### src/hw/rtl/y2r_pkg.sv
// ============================================================================
// y2r_pkg
// Shared types, coefficients and the saturating scale-down for the YUV to
// RGB converter.
// ============================================================================
package y2r_pkg;

    localparam int unsigned SampleW = 8;
    localparam int unsigned SumW    = 16;
    localparam int unsigned FracW   = 5;

    // Offsets removed from the samples
    localparam logic [SampleW-1:0] OFS_Y = 8'd16;
    localparam logic [SampleW-1:0] OFS_C = 8'd127;

    // BT.601 coefficients in 3.5 fixed point
    localparam logic signed [7:0] C_Y  = 8'sd37;
    localparam logic signed [7:0] C_RV = 8'sd51;
    localparam logic signed [7:0] C_GU = 8'sd13;
    localparam logic signed [7:0] C_GV = 8'sd26;
    localparam logic signed [7:0] C_BU = 8'sd65;

    // Configuration register indexes
    localparam int unsigned CfgIdxW = 1;
    localparam logic [CfgIdxW-1:0] CFG_CHROMA_PER_PIXEL = 1'b0;
    localparam logic [CfgIdxW-1:0] CFG_SWAP_CHROMA      = 1'b1;

    typedef struct packed {
        logic [SampleW-1:0] cr;
        logic [SampleW-1:0] cb;
        logic [SampleW-1:0] luma;
    } t_yuv;

    typedef struct packed {
        logic [SampleW-1:0] blue;
        logic [SampleW-1:0] green;
        logic [SampleW-1:0] red;
    } t_rgb;

    typedef struct packed {
        logic frame_end;
        logic row_end;
    } t_marks;

    // Floor shift by FracW, then clamp to 0..255
    function automatic logic [SampleW-1:0] sat_shift(input logic signed [SumW-1:0] s);
        logic [SampleW-1:0] r;
        if (s[SumW-1]) begin
            r = '0;
        end else if (|s[SumW-2:FracW+SampleW]) begin
            r = '1;
        end else begin
            r = s[FracW+SampleW-1:FracW];
        end
        return r;
    endfunction

endpackage

### src/hw/rtl/y2r_lane.sv
// ============================================================================
// y2r_lane
// One pixel lane: removes offsets, forms the coefficient products into a
// register, then sums and saturates the three color channels.
// ============================================================================
module y2r_lane
    import y2r_pkg::*;
(
    input  logic i_clk,
    input  logic i_en,
    input  t_yuv i_pix,
    output t_rgb o_rgb
);

    logic signed [9:0]      yd;
    logic signed [9:0]      ud;
    logic signed [9:0]      vd;
    logic signed [SumW-1:0] n_py;
    logic signed [SumW-1:0] n_pr;
    logic signed [SumW-1:0] n_pg;
    logic signed [SumW-1:0] n_pb;
    logic signed [SumW-1:0] r_py;
    logic signed [SumW-1:0] r_pr;
    logic signed [SumW-1:0] r_pg;
    logic signed [SumW-1:0] r_pb;
    logic signed [SumW-1:0] s_r;
    logic signed [SumW-1:0] s_g;
    logic signed [SumW-1:0] s_b;

    always_comb begin
        yd   = $signed({2'b00, i_pix.luma}) - $signed({2'b00, OFS_Y});
        ud   = $signed({2'b00, i_pix.cb})   - $signed({2'b00, OFS_C});
        vd   = $signed({2'b00, i_pix.cr})   - $signed({2'b00, OFS_C});
        n_py = SumW'(yd) * SumW'(C_Y);
        n_pr = SumW'(vd) * SumW'(C_RV);
        n_pg = SumW'(ud) * SumW'(C_GU) + SumW'(vd) * SumW'(C_GV);
        n_pb = SumW'(ud) * SumW'(C_BU);
    end

    always_ff @(posedge i_clk) begin
        if (i_en) begin
            r_py <= n_py;
            r_pr <= n_pr;
            r_pg <= n_pg;
            r_pb <= n_pb;
        end
    end

    always_comb begin
        s_r         = r_py + r_pr;
        s_g         = r_py - r_pg;
        s_b         = r_py + r_pb;
        o_rgb.red   = sat_shift(s_r);
        o_rgb.green = sat_shift(s_g);
        o_rgb.blue  = sat_shift(s_b);
    end

endmodule

### src/hw/rtl/y2r_merge.sv
// ============================================================================
// y2r_merge
// Output register: joins both lane results and the frame marks into one
// result transaction and holds it until the sink takes it.
// ============================================================================
module y2r_merge
    import y2r_pkg::*;
(
    input  logic   i_clk,
    input  logic   i_rst_n,
    input  logic   i_vld,
    input  t_rgb   i_rgb_first,
    input  t_rgb   i_rgb_second,
    input  t_marks i_marks,
    input  logic   i_ready,
    output logic   o_en,
    output logic   o_vld,
    output t_rgb   o_rgb_first,
    output t_rgb   o_rgb_second,
    output t_marks o_marks
);

    logic   r_vld;
    t_rgb   r_rgb_first;
    t_rgb   r_rgb_second;
    t_marks r_marks;

    // Load when empty or when the held result leaves this cycle
    assign o_en = !r_vld || i_ready;

    always_ff @(posedge i_clk) begin
        if (!i_rst_n) begin
            r_vld <= 1'b0;
        end else if (o_en) begin
            r_vld <= i_vld;
        end
    end

    always_ff @(posedge i_clk) begin
        if (o_en) begin
            r_rgb_first  <= i_rgb_first;
            r_rgb_second <= i_rgb_second;
            r_marks      <= i_marks;
        end
    end

    assign o_vld        = r_vld;
    assign o_rgb_first  = r_rgb_first;
    assign o_rgb_second = r_rgb_second;
    assign o_marks      = r_marks;

endmodule

### src/hw/rtl/yuv_to_rgb_pixel_converter.sv
// Path: an accepted pixel pair passes the product register in each lane, then the output
// register. Throughput: one pixel pair per cycle while the master side is ready, set by
// these two registers; a stage advances when it is empty or when its contents move on,
// so a released stall costs no bubble.
// Reset (synchronous, active low) clears the stage valid flags and both
// configuration registers; no result is pending after reset.
// ============================================================================
// yuv_to_rgb_pixel_converter
// BT.601 YUV to RGB conversion of two adjacent pixels per transaction, with
// shared or per-pixel chroma and an optional U/V swap.
// ============================================================================
module yuv_to_rgb_pixel_converter
    import y2r_pkg::*;
(
    input  logic               i_clk,
    input  logic               i_rst_n,
    // Slave side
    input  logic               i_s_tvalid,
    output logic               o_s_tready,
    // luma_first, luma_second, cb_first, cr_first, cb_second, cr_second
    input  logic [47:0]        i_s_tdata,
    input  logic               i_s_tlast,   // row_end
    input  logic               i_s_tuser,   // frame_end
    // Master side
    output logic               o_m_tvalid,
    input  logic               i_m_tready,
    // red_first, green_first, blue_first, red_second, green_second, blue_second
    output logic [47:0]        o_m_tdata,
    output logic               o_m_tlast,   // row_end_out
    output logic               o_m_tuser,   // frame_end_out
    // Configuration write
    input  logic               i_cfg_valid,
    output logic               o_cfg_ready,
    input  logic [CfgIdxW-1:0] i_cfg_index,
    input  logic               i_cfg_data
);

    logic   r_chroma_per_pixel;
    logic   r_swap_chroma;
    logic   r_vld_a;
    t_marks r_marks_a;
    logic   en_a;
    logic   en_out;

    logic [SampleW-1:0] cb0;
    logic [SampleW-1:0] cr0;
    logic [SampleW-1:0] cb1;
    logic [SampleW-1:0] cr1;
    t_yuv   pix_first;
    t_yuv   pix_second;
    t_rgb   rgb_first;
    t_rgb   rgb_second;
    t_rgb   out_first;
    t_rgb   out_second;
    t_marks in_marks;
    t_marks out_marks;

    assign o_cfg_ready = 1'b1;

    always_ff @(posedge i_clk) begin
        if (!i_rst_n) begin
            r_chroma_per_pixel <= 1'b0;
            r_swap_chroma      <= 1'b0;
        end else if (i_cfg_valid) begin
            unique case (i_cfg_index)
                CFG_CHROMA_PER_PIXEL: r_chroma_per_pixel <= i_cfg_data;
                CFG_SWAP_CHROMA:      r_swap_chroma      <= i_cfg_data;
                default: ;
            endcase
        end
    end

    // Chroma routing: swap each pair if asked, then share the first pair unless per-pixel
    always_comb begin
        if (r_swap_chroma) begin
            cb0 = i_s_tdata[31:24];
            cr0 = i_s_tdata[23:16];
            cb1 = i_s_tdata[47:40];
            cr1 = i_s_tdata[39:32];
        end else begin
            cb0 = i_s_tdata[23:16];
            cr0 = i_s_tdata[31:24];
            cb1 = i_s_tdata[39:32];
            cr1 = i_s_tdata[47:40];
        end
        pix_first.luma  = i_s_tdata[7:0];
        pix_first.cb    = cb0;
        pix_first.cr    = cr0;
        pix_second.luma = i_s_tdata[15:8];
        pix_second.cb   = r_chroma_per_pixel ? cb1 : cb0;
        pix_second.cr   = r_chroma_per_pixel ? cr1 : cr0;
        in_marks.row_end   = i_s_tlast;
        in_marks.frame_end = i_s_tuser;
    end

    // Product stage advances when empty or when it hands off to the output
    assign en_a       = !r_vld_a || en_out;
    assign o_s_tready = en_a;

    always_ff @(posedge i_clk) begin
        if (!i_rst_n) begin
            r_vld_a <= 1'b0;
        end else if (en_a) begin
            r_vld_a <= i_s_tvalid;
        end
    end

    always_ff @(posedge i_clk) begin
        if (en_a) begin
            r_marks_a <= in_marks;
        end
    end

    y2r_lane u_lane_first (
        .i_clk (i_clk),
        .i_en  (en_a),
        .i_pix (pix_first),
        .o_rgb (rgb_first)
    );

    y2r_lane u_lane_second (
        .i_clk (i_clk),
        .i_en  (en_a),
        .i_pix (pix_second),
        .o_rgb (rgb_second)
    );

    y2r_merge u_merge (
        .i_clk        (i_clk),
        .i_rst_n      (i_rst_n),
        .i_vld        (r_vld_a),
        .i_rgb_first  (rgb_first),
        .i_rgb_second (rgb_second),
        .i_marks      (r_marks_a),
        .i_ready      (i_m_tready),
        .o_en         (en_out),
        .o_vld        (o_m_tvalid),
        .o_rgb_first  (out_first),
        .o_rgb_second (out_second),
        .o_marks      (out_marks)
    );

    assign o_m_tdata = {out_second.blue, out_second.green, out_second.red,
                        out_first.blue,  out_first.green,  out_first.red};
    assign o_m_tlast = out_marks.row_end;
    assign o_m_tuser = out_marks.frame_end;

endmodule

### config.mk
export PLATFORM = sky130hd
export DESIGN_NAME = yuv_to_rgb_pixel_converter
export DESIGN_NICKNAME = d
export VERILOG_FILES = /design/src/hw/rtl/y2r_pkg.sv /design/src/hw/rtl/y2r_lane.sv /design/src/hw/rtl/y2r_merge.sv /design/src/hw/rtl/yuv_to_rgb_pixel_converter.sv
export SDC_FILE = /design/constraint.sdc
export NUM_CORES = 1
export LEC_CHECK = 0
export BUFFER_PORTS_ARGS = -buffer_cell sky130_fd_sc_hd__buf_2
export CAP_MARGIN = 0
export CORE_MARGIN = 10
export CORE_UTILIZATION = 40
export DETAILED_ROUTE_END_ITERATION = 10
export PLACE_DENSITY_LB_ADDON = 0.12
export REMOVE_ABC_BUFFERS = 1
export SKIP_LAST_GASP = 1
export SLEW_MARGIN = 20
export SYNTH_ARGS = -nofsm -noshare
export SYNTH_HDL_FRONTEND = slang
export SYNTH_HIERARCHICAL = 1
export SYNTH_SLANG_ARGS = --single-unit
### constraint.sdc
create_clock -name i_clk -period 10.66 [get_ports i_clk]
set_input_delay 1.066 -clock i_clk [delete_from_list [all_inputs] [get_ports i_clk]]
set_output_delay 1.066 -clock i_clk [all_outputs]
set_load 0.01 [all_outputs]
==> impl_results.md, run 1 <==
* Status: completed
* I/O Pins at 110
* Pin slew with the least headroom to its limit at slightly above 900 ps
* Crit-path max FO at 17
* Total track usage at 15.55%
* Warnings, synthesis at 6
* Detail Placement HPWL at ~37000 microns
* Mapped Cells at 1832
* Max cap viols at 0
* FP Rows at 80
* HP Class: flop to flop
* Final Wtd Congestion at around 0.86
* Worst setup SP type: flop
* Main area contributors after synthesis: edfxtp_1 (27%), ha_1 (23%), fa_1 (11%), xnor2_1 (6.2%), inv_1 (6.0%)
* Start-to-end type of the worst setup path: flop to flop
* Post-synth top area cell: edfxtp_1
* Setup bufs post-CTS at 0
* Vias in the first global route at between 10000 and 15000
* Vias at 13057
* Main synth FF type: edfxtp_1
* Reg2Reg Depth at 24
* Final core occ at around 44%
* Critical Path Source: r_chroma_per_pixel
* Number of CTS-inserted buffers at 17
* DR DRC count at 0
* Hold buffers post-CTS at 0
* Fin. max-slew vios at 0
* Async S/R FF share, synth at 0%
* Synthesized area at 0.01944 sq mm
* Initial antenna violation count at 0
* Rel. slew slack at approximately 38%
* Clock root buffer: clkbuf_16
* Overflow after GRT at 0
* 1st-pass router iterations at 4
* Dpl cells at about 2600
* DP Worst Slack at around 3000 ps
* Average cell area after synthesis at 10.61 sq um
* Worst R2R End: u_lane_second/r_pg[15]
* WL/cell at between 15 and 20 microns
* WL final at around 44000 microns
* Worst setup EP type: flop
* RSZ-0062 raised after global routing: no
* F_max at between 100 and 150 MHz
* TritonCTS clock tree: yes
* Final Hold Vio Count at 0
* First-pass GRT wire length at about 70000 microns
* Top-area cell type share of the netlist area at between 20% and 30%
* #FFs+latches synth at 182
* Die area at approximately 0.058 sq mm
* Layout cells sized above 1 at between 10% and 20%
* WP data arrival at between 7000 and 8000 ps
* Worst Slack Setup Final at between 3000 and 4000 ps
* Sequential fraction of the synthesis area at between 20 and 30%
* Number of cells in the finished layout apart from fillers at 2585
* # clock sinks at approximately 180
* Setup-failing EPs final at 0
* FF-to-FF setup slack at around 3100 ps
* Clk slew on worst S/H paths at roughly 80 ps
* Min Clock Period, post-route at approximately 7500 ps
* DIE HEIGHT at approximately 240 microns
* Post-DRT Antenna Nets at 0
* Die W at 240.4 microns
* Starting density of the core at about two fifths
* Port bufs at 108
* Filler cell count at ~4600
* Skew final at roughly 14 ps
* Post-synth EDFFs at approximately 180
* Pin count of the biggest net entering global routing at between 80 and 90
* DR iter-0 viols at 556
* Final net count at roughly 2500
* Htree depth at 4
* Core Region at between 0.04 and 0.05 sq mm
* Longest Clk Path Bufs at 2
* RR Startpoint: r_chroma_per_pixel
* Post-cts resize count at 0
* Layout area overhead at 9.507%
* Clk_lat worst skew at roughly 480 ps
* WP data required at 10910 ps
* Setup TNS at 0 ps
* Worst Setup EP: u_lane_second/r_pg[15]
* Post-route clock period utilization at between 70% and 80%
* Vias per cell at 5.051
* Synth unique cells at 80
[layout by cell type (no fill, tap or decap), types with 7 or more instances in the layout]
| cell type | n |
|---|---|
| ha_1 | 362 |
| buf_2 | 108 |
| and3_1 | 19 |
| o21a_1 | 51 |
| inv_1 | 313 |
| or2_2 | 10 |
| o31ai_1 | 7 |
| nand3_1 | 32 |
| mux2_2 | 16 |
| xnor2_1 | 138 |
| nand4_1 | 8 |
| xor2_1 | 62 |
| mux4_1 | 12 |
| nor2_1 | 60 |
| fa_1 | 102 |
| a21oi_1 | 107 |
| nor2b_1 | 29 |
| a21o_1 | 34 |
| a31oi_1 | 14 |
| edfxtp_1 | 178 |
| or3_1 | 10 |
| o21ai_0 | 31 |
| o211ai_1 | 11 |
| nand2_1 | 54 |
| nand2b_1 | 19 |
| nor3_1 | 26 |
| o21bai_1 | 19 |
| clkbuf_16 | 17 |
[Yosys cell counts (5+ instances only)]
| library cell | instances |
|---|---|
| mux2_2 | 16 |
| a21o_1 | 34 |
| o21ai_0 | 31 |
| a21oi_2 | 5 |
| and2_1 | 6 |
| a41oi_1 | 6 |
| o21a_1 | 51 |
| a211oi_1 | 6 |
| o211ai_1 | 11 |
| or3_1 | 10 |
| fa_1 | 102 |
| o21bai_1 | 19 |
| a31oi_1 | 14 |
| a21oi_1 | 108 |
| or2_2 | 10 |
| inv_1 | 313 |
| nor2_1 | 60 |
| o31ai_1 | 7 |
| mux4_1 | 12 |
| a21boi_0 | 5 |
| nor3_1 | 26 |
| ha_1 | 362 |
| nand2_1 | 54 |
| nand3_1 | 32 |
| edfxtp_1 | 178 |
| xor2_1 | 62 |
| nand2b_1 | 20 |
| nor2b_1 | 29 |
| xnor2_1 | 138 |
| and3_1 | 19 |
| nand4_1 | 8 |
[layer usage]
| layer | share of wire [%] | vias to the layer above | global-route usage [%] |
|---|---|---|---|
| met5 | 0 | - | 0 |
| met2 | 53 | 164 | 28.38 |
| met1 | 42 | 6208 | 17.86 |
| met4 | 2.8 | 0 | 6.423 |
| met3 | 2.4 | 53 | 2.141 |
| li1 | - | 6632 | - |
[sequential cells by signal, summed over array words and instances, names as in the netlist]
name	count
r_chroma_per_pixel	1
r_marks_a	2
r_swap_chroma	1
r_vld_a	1
u_lane_first/r_pb	15
u_lane_first/r_pg	16
u_lane_first/r_pr	16
u_lane_first/r_py	16
u_lane_second/r_pb	15
u_lane_second/r_pg	16
u_lane_second/r_pr	16
u_lane_second/r_py	16
u_merge/o_marks	2
u_merge/o_rgb_first	24
u_merge/o_rgb_second	24
u_merge/o_vld	1
[worst max-delay path, stage by stage (launching register included)]
cell and delay (ps):
dfxtp_1 930, mux4_1 790, ha_1 290, xor2_1 350
ha_1 350, ha_1 320, inv_1 60, fa_1 500
inv_1 40, ha_1 310, a21oi_1 230, o21bai_1 100
a21oi_1 220, xnor2_1 150, ha_1 270, fa_1 540
inv_1 50, fa_1 470, inv_1 40, ha_1 340
a21o_1 180, a31o_2 220, a41oi_1 280, a21oi_1 120
xnor2_1 130
[cell type report]
type	count	area [sq um]	share of cell area, %
Multi-Input combinational cell	1328	12750	59.91
Sequential cell	182	5425	25.49
Inverter	314	1179	5.537
Tap cell	615	769.5	3.615
Timing Repair Buffer	113	581.8	2.733
Clock buffer	18	429.2	2.016
Clock inverter	14	147.6	0.6936
Antenna cell	1	2.502	0.01176
[how the worst min path moves through the flow]
stage                     slack, ps  depth (start not counted)          from            endpoint
after floorplan                 400                          0  r_marks_a[0]  u_merge/o_marks[0]
after global placement          400                          0  r_marks_a[0]  u_merge/o_marks[0]
after detailed placement        410                          0  r_marks_a[1]  u_merge/o_marks[1]
after CTS                       430                          0  r_marks_a[1]  u_merge/o_marks[1]
after global routing            440                          0  r_marks_a[0]  u_merge/o_marks[0]
final                           430                          0  r_marks_a[1]  u_merge/o_marks[1]
[kinds of logic (layout without fill, tap and decap cells)]
logic type,Yosys count,count (layout),synth area share (%)
muxes,37,37,3.289
and+or+nand+nor,290,290,7.692
xor gates and xnor gates,203,203,9.262
buffers and inverters,322,459,6.546
AOI/OAI and AO/OA,333,333,11.48
other,1,2,0.01929
adders and majority gates,464,464,33.81
DFF,182,182,27.91
[per-stage QoR]
step           hold WS, ps  area (sq um)
6_report             428.4         21290
5_1_grt              441.4         21280
4_1_cts              430.9         21280
3_5_place_dp         414.3         20700
3_3_place_gp         401.2         20700
2_1_floorplan        400.3         19340
Power of run 1 is not shown: default switching activity piles up to over one toggle a cycle in this logic, so the estimate is an artifact.
==> run 2, diff against run 1 <==
Settings changed: ABC_AREA set to 1.
Clock period 10.66 ns to 6.9 ns, I/O delays scaled along.
==> run 2 against run 1 <==
Clock skew is 4.8 ps higher. Non-clock buffer count increased by 10. Global-route usage increased by 2.1 points. Worst hold slack lost 48 ps. Critical path type unchanged. Largest cell class unchanged.
==> impl_results.md, run 2 <==
* Vias at 18219 (+40%)
* Max layer used: met4
* 1st-pass router iterations at 6 (+2)
* Worst Hold Path Cells at 1 (+1)
* Mapped Cells at 2939 (+60%)
* Clock root buffer: clkbuf_16
* Number of diodes at 0 (-1)
* Post-synthesis adder-cell area fraction at 28.97% (-4.8 points)
* Post-route clock period utilization at 94.21% (+24 points)
* Top-area cell type share of the netlist area at 23.57% (-3.9 points)
* Wire length on met1 at 31390 microns (+70%)
* Overflow after GRT at 0 (unchanged)
* Setup-failing EPs final at 0 (unchanged)
* Pin slew with the least headroom to its limit at 881.4 ps (-51.65 ps)
* Warnings, synthesis at 6 (unchanged)
* WP data arrival at 6740 ps (-1040 ps)
* Post-synth EDFFs at 178 (unchanged)
* Final net count at 3591 (+45%)
* Post-DRT Antenna Nets at 0 (unchanged)
* Max cap viols at 0 (unchanged)
* Crit-path max FO at 15 (-2)
* Met3 routed WL at 2675 microns (+160%)
* TritonCTS clock tree: yes
* HP Class: primary input to flop
* Total track usage at 17.64% (+2.1 points)
* Layout area overhead at 9.439% (about the same)
* Most used cell, CP: ha_1
* Main area contributors after synthesis: edfxtp_1 (24%), ha_1 (20%), nand2_1 (13%), inv_1 (11%), fa_1 (9.0%)
* Post-synthesis compound-gate area fraction at 5.963% (-5.5 points)
* Htree depth at 4 (unchanged)
* Post-synthesis simple-gate area fraction at 23.67% (+16 points)
* Die area at 0.06663 sq mm (+15%)
* Post-synth top area cell: edfxtp_1
* Clk_lat worst skew at 500 ps (+20 ps)
* WL final at 57840 microns (+32%)
* FP Rows at 87 (+8.8%)
* Hold buffers post-CTS at 0 (unchanged)
* Clk slew on worst S/H paths at 70 ps (about the same)
* WL/cell at 15.07 microns (-11%)
* Rel. slew slack at 41.24% (+3.5 points)
* FF-to-FF setup slack at 400 ps (-2730 ps)
* Longest Clk Path Bufs at 2 (unchanged)
* Setup TNS at 0 ps (unchanged)
* Largest family of logic cells by synthesized area: adder cells
* Status: completed
* Core Region at 0.05628 sq mm (+18%)
* Fin. max-slew vios at 0 (unchanged)
* Reg2Reg Depth at 30 (+25%)
* Start-to-end type of the worst setup path: flop to flop
* Worst setup EP type: flop
* Main synth FF type: edfxtp_1
* DIE HEIGHT at 258.1 microns (+7.4%)
* Vias in the first global route at 17759 (+33%)
* Worst setup SP type: flop
* Commonest cells post-synth: nand2_1 (770), inv_1 (636), ha_1 (362)
* Final Hold Vio Count at 0 (unchanged)
* #FFs+latches synth at 182 (unchanged)
* Vias per cell at 4.746 (-6.0%)
* Detail Placement HPWL at 49850 microns (+36%)
* Async S/R FF share, synth at 0% (unchanged)
* F_max at 153.8 MHz (+16%)
* Xor and xnor area share after synthesis at 6.195% (-3.1 points)
* I/O Pins at 110 (unchanged)
* Min Clock Period, post-route at 6501 ps (-1034 ps)
* First-pass GRT wire length at 94460 microns (+36%)
* Post-synthesis mux area share at 0% (-3.3 points)
* Final Wtd Congestion at 0.8958 (+4.7%)
* RR Startpoint: r_swap_chroma
* # clock sinks at 182 (unchanged)
* DR iter-0 viols at 1229 (+120%)
* Initial antenna violation count at 2 (+2)
* Top-count cell post-synth: nand2_1
* Port bufs at 108 (unchanged)
* Worst R2R End: u_lane_second/r_pg[13]
* WP data required at 7140 ps (-3770 ps)
* Skew final at 18.60 ps (+4.765 ps)
* Hold path startpoint: i_s_tuser
* Pin count of the biggest net entering global routing at 66 (-23%)
* Synthesized area at 0.02268 sq mm (+17%)
* Sequential fraction of the synthesis area at 23.92% (-4.0 points)
* Most frequent cells in the layout: nand2_1 (765), inv_1 (636), ha_1 (360)
* Hold EP: r_marks_a[1]
* DR DRC count at 0 (unchanged)
* Commonest non-fill, non-tap cell in the layout: nand2_1
* Starting density of the core at 40.30% (-0.33 points)
* Synth unique cells at 48 (-40%)
* Number of CTS-inserted buffers at 17 (unchanged)
* Filler cell count at 5777 (+27%)
* Layout cells sized above 1 at 8.109% (-2.2 points)
* Met2 wire len at 23290 microns (+1.2%)
* Average cell area after synthesis at 7.717 sq um (-27%)
* Die W at 258.1 microns (+7.4%)
* RSZ-0062 raised after global routing: no
* CP peak stage delay at 540 ps (-390 ps)
* Crit path max-delay cell type: fa_1
-- run 2: worst max-delay path: cells and delay by family (launching register included) --
family	cells	cell delay (ps)
compound gates	4	590
simple gates	8	740
fa+ha+maj	9	3330
buf+inv	6	560
flops	1	440
xor+xnor	3	570
-- run 2: kinds of logic (layout without fill, tap and decap cells) --
| logic type | Yosys count | in the layout |
|---|---|---|
| buffers and inverters | 664 | 808 |
| flip-flops | 182 | 182 |
| AO/OA/AOI/OAI | 249 | 249 |
| AND/OR/NAND/NOR | 1222 | 1222 |
| adder cells (fa/ha/maj) | 464 | 464 |
| other | 1 | 1 |
| XOR/XNOR | 157 | 157 |
-- run 2: layer usage --
| metal | vias to the layer above | track usage [%] |
|---|---|---|
| met5 | - | 0 |
| li1 | 9570 | - |
| met2 | 331 | 25.57 |
| met4 | 0 | 3.022 |
| met3 | 26 | 3.179 |
| met1 | 8292 | 26.89 |
-- run 2: how the worst max path moves through the flow --
| stage | from | to | slack (ps) | depth (start not counted) |
|---|---|---|---|---|
| 4_1_cts | r_swap_chroma | u_lane_second/r_pg[13] | 20 | 32 |
| 6_report | r_swap_chroma | u_lane_second/r_pg[13] | 400 | 30 |
| 5_1_grt | r_swap_chroma | u_lane_second/r_pg[13] | 2 | 30 |
| 3_5_place_dp | i_s_tdata[16] | u_lane_second/r_pg[12] | 10 | 30 |
| 2_1_floorplan | r_swap_chroma | u_lane_first/r_pg[12] | 260 | 30 |
| 3_3_place_gp | i_s_tdata[16] | u_lane_second/r_pg[12] | 170 | 30 |
-- run 2: what timing repair did --
item	4_1_cts	5_1_grt
resized for setup	0	15
buffers inserted	0	1
endpoints found under the setup margin	0	13
hold endpoints to repair	0	0
-- run 2: through the flow --
step	setup WS [ps]	hold slack [ps]	utilization, %	cell area, sq um	cells
floorplan	259.6	400.3	-	22580	2928
global placement	166.1	408.3	42.97	24180	3806
global route	1.631	345.8	44.11	24820	3839
CTS	19.42	336.4	44.00	24760	3838
detailed placement	14.18	427.3	42.97	24180	3806
finish	399.5	380.5	44.11	24820	3839
-- run 2: final cells by class --
type / instances / area, sq um / share of cell area [%]
multi-input combinational: 2093 / 14750 / 59.42
clock inverter: 13 / 146.4 / 0.5898
tap: 756 / 945.9 / 3.811
clock buffer: 19 / 432.9 / 1.744
timing repair buffer: 123 / 656.9 / 2.646
inverter: 653 / 2461 / 9.915
sequential: 182 / 5430 / 21.88
Power of run 2 is left out for the same reason.
==> run 3, diff against run 2 <==
Settings changed: PLACE_DENSITY set to 0.57, PLACE_DENSITY_LB_ADDON 0.12 to unset.
==> run 3 against run 2 <==
Die area unchanged. Critical path type unchanged. Non-clock buffer count up 1. Via count up 0.20%. Routed wire length down 3.1%. Final cell count about the same. Utilization about the same.
==> impl_results.md, run 3 (synthesis results as in run 2) <==
* Rel. slew slack at 43.22% (+2.0 points)
* HP Class: primary input to flop
* Worst Hold Path Cells at 1 (unchanged)
* Final net count at 3592 (+0.028%)
* Die W at 258.1 microns (unchanged)
* Worst setup EP type: flop
* Crit-path max FO at 16 (+1)
* Detail Placement HPWL at 48460 microns (-2.8%)
* Crit path max-delay cell type: fa_1
* # clock sinks at 182 (unchanged)
* F_max at 154.9 MHz (+0.68%)
* Htree depth at 4 (unchanged)
* Met3 usage at 3.082% (-0.098 points)
* WP data required at 7130 ps (about the same)
* Status: completed
* Most frequent cells in the layout: nand2_1 (767), inv_1 (636), ha_1 (360)
* Hold EP: r_marks_a[1]
* Post-route clock period utilization at 93.58% (-0.64 points)
* Pin slew with the least headroom to its limit at 851.7 ps (-29.70 ps)
* Cell family with most CP delay: adder cells
* DR DRC count at 0 (unchanged)
* I/O Pins at 110 (unchanged)
* Port bufs at 108 (unchanged)
* Met1 Track Usage GR at 25.94% (-0.95 points)
* Clk slew on worst S/H paths at 80 ps (about the same)
* Total track usage at 17.08% (-0.55 points)
* M2 GR Usage at 24.62% (-0.96 points)
* Clk_lat worst skew at 500 ps (about the same)
* Bufs and invs on worst path at 4 (-2)
* Gr busiest metal: met1
* FF-to-FF setup slack at 440 ps (+40 ps)
* Worst R2R End: u_lane_first/r_pg[13]
* FP Rows at 87 (unchanged)
* WP data arrival at 6690 ps (-50 ps)
* Pin count of the biggest net entering global routing at 71 (+7.6%)
* Final Wtd Congestion at 0.9108 (+1.7%)
* Final Hold Vio Count at 0 (unchanged)
* Vias per cell at 4.754 (+0.18%)
* Clock root buffer: clkbuf_16
* WL/cell at 14.60 microns (-3.1%)
* Worst Slack Setup Final at 443.3 ps (+43.82 ps)
* RSZ-0062 raised after global routing: no
* Layout cells sized above 1 at 8.139% (+0.030 points)
* Layout area overhead at 9.400% (about the same)
* Initial antenna violation count at 3 (+1)
* Hold path startpoint: i_s_tuser
* RR Startpoint: r_swap_chroma
* Starting density of the core at 40.30% (unchanged)
* CP peak stage delay at 530 ps (about the same)
* Die area at 0.06663 sq mm (unchanged)
* Fin. max-slew vios at 0 (unchanged)
* Levels on crit path at 28 (-6.7%)
* Overflow after GRT at 0 (unchanged)
* Final core occ at 44.09% (about the same)
* Vias in the first global route at 17376 (-2.2%)
* Setup TNS at 0 ps (unchanged)
* TritonCTS clock tree: yes
* DIE HEIGHT at 258.1 microns (unchanged)
* Vias at 18256 (+0.20%)
* Longest Clk Path Bufs at 2 (unchanged)
* First-pass GRT wire length at 91980 microns (-2.6%)
* Number of diodes at 0 (unchanged)
* Max cap viols at 0 (unchanged)
* 1st-pass router iterations at 5 (-1)
* DP Worst Slack at 10.15 ps (-4.025 ps)
* Setup-failing EPs final at 0 (unchanged)
* Reg2Reg Depth at 28 (-6.7%)
* Min Clock Period, post-route at 6457 ps (-43.82 ps)
* Commonest non-fill, non-tap cell in the layout: nand2_1
* Number of CTS-inserted buffers at 17 (unchanged)
* Hold buffers post-CTS at 0 (unchanged)
* WL final at 56060 microns (-3.1%)
* Worst hold slack at 388.0 ps (+7.426 ps)
* Start-to-end type of the worst setup path: flop to flop
* Most used cell, CP: ha_1
* DR iter-0 viols at 1114 (-9.4%)
* Filler cell count at 5671 (-1.8%)
* Skew final at 18.14 ps (-0.4634 ps)
* Core Region at 0.05628 sq mm (unchanged)
* Worst setup SP type: flop
* Post-DRT Antenna Nets at 0 (unchanged)
## run 3: cell types whose count changed in the layout (fill, tap and decap cells not counted), moves of 2 or more
cell	change
inv_4	+2
nand2_2	-2
and2_2	+3
and2_1	-3
inv_6	-3
nand2_1	+2
clkinv_4	+2
## run 3: cell type report
| class | instances | area [sq um] | area share [%] |
|---|---|---|---|
| inverter | 653 | 2459 | 9.909 |
| multi-input combinational | 2093 | 14760 | 59.47 |
| sequential | 182 | 5426 | 21.87 |
| clock buffer | 19 | 432.9 | 1.745 |
| timing repair buffer | 124 | 668.1 | 2.693 |
| tap | 756 | 945.9 | 3.812 |
| clock inverter | 13 | 123.9 | 0.4992 |
## run 3: metal layers
metal	share of wire, %	routed length, microns
met5	0	0
met2	40	22620
met1	54	30250
met4	1.3	733
met3	4.4	2458
## run 3: what timing repair did
| item | 4_1_cts | 5_1_grt |
|---|---|---|
| setup buffers | 0 | 1 |
| endpoints found under the setup margin | 0 | 12 |
| resized for setup | 0 | 15 |
## run 3: how the worst max path moves through the flow
stage                  start                      to  slack [ps]
2_1_floorplan  r_swap_chroma   u_lane_first/r_pg[12]         260
3_3_place_gp   i_s_tdata[16]  u_lane_second/r_pg[12]         200
3_5_place_dp   i_s_tdata[16]  u_lane_second/r_pg[12]          10
4_1_cts        r_swap_chroma  u_lane_second/r_pg[12]         220
5_1_grt        r_swap_chroma   u_lane_first/r_pg[13]           3
6_report       r_swap_chroma   u_lane_first/r_pg[13]         440
## run 3: stage by stage
stage	instances	area (sq um)
final	3840	24810
after global routing	3840	24810
after CTS	3839	24750
after detailed placement	3807	24190
after global placement	3807	24190
after floorplan	2928	22580
## run 3: worst reg2reg max path, delay by kind of cell, from the launching register on
family / cells / cell delay [ps]
AOI/OAI and AO/OA: 3 / 430
xor gates and xnor gates: 2 / 320
adders and majority gates: 9 / 3410
buffers and inverters: 4 / 410
DFF: 1 / 380
and+or+nand+nor: 10 / 1240
Power of run 3 is left out for the same reason.
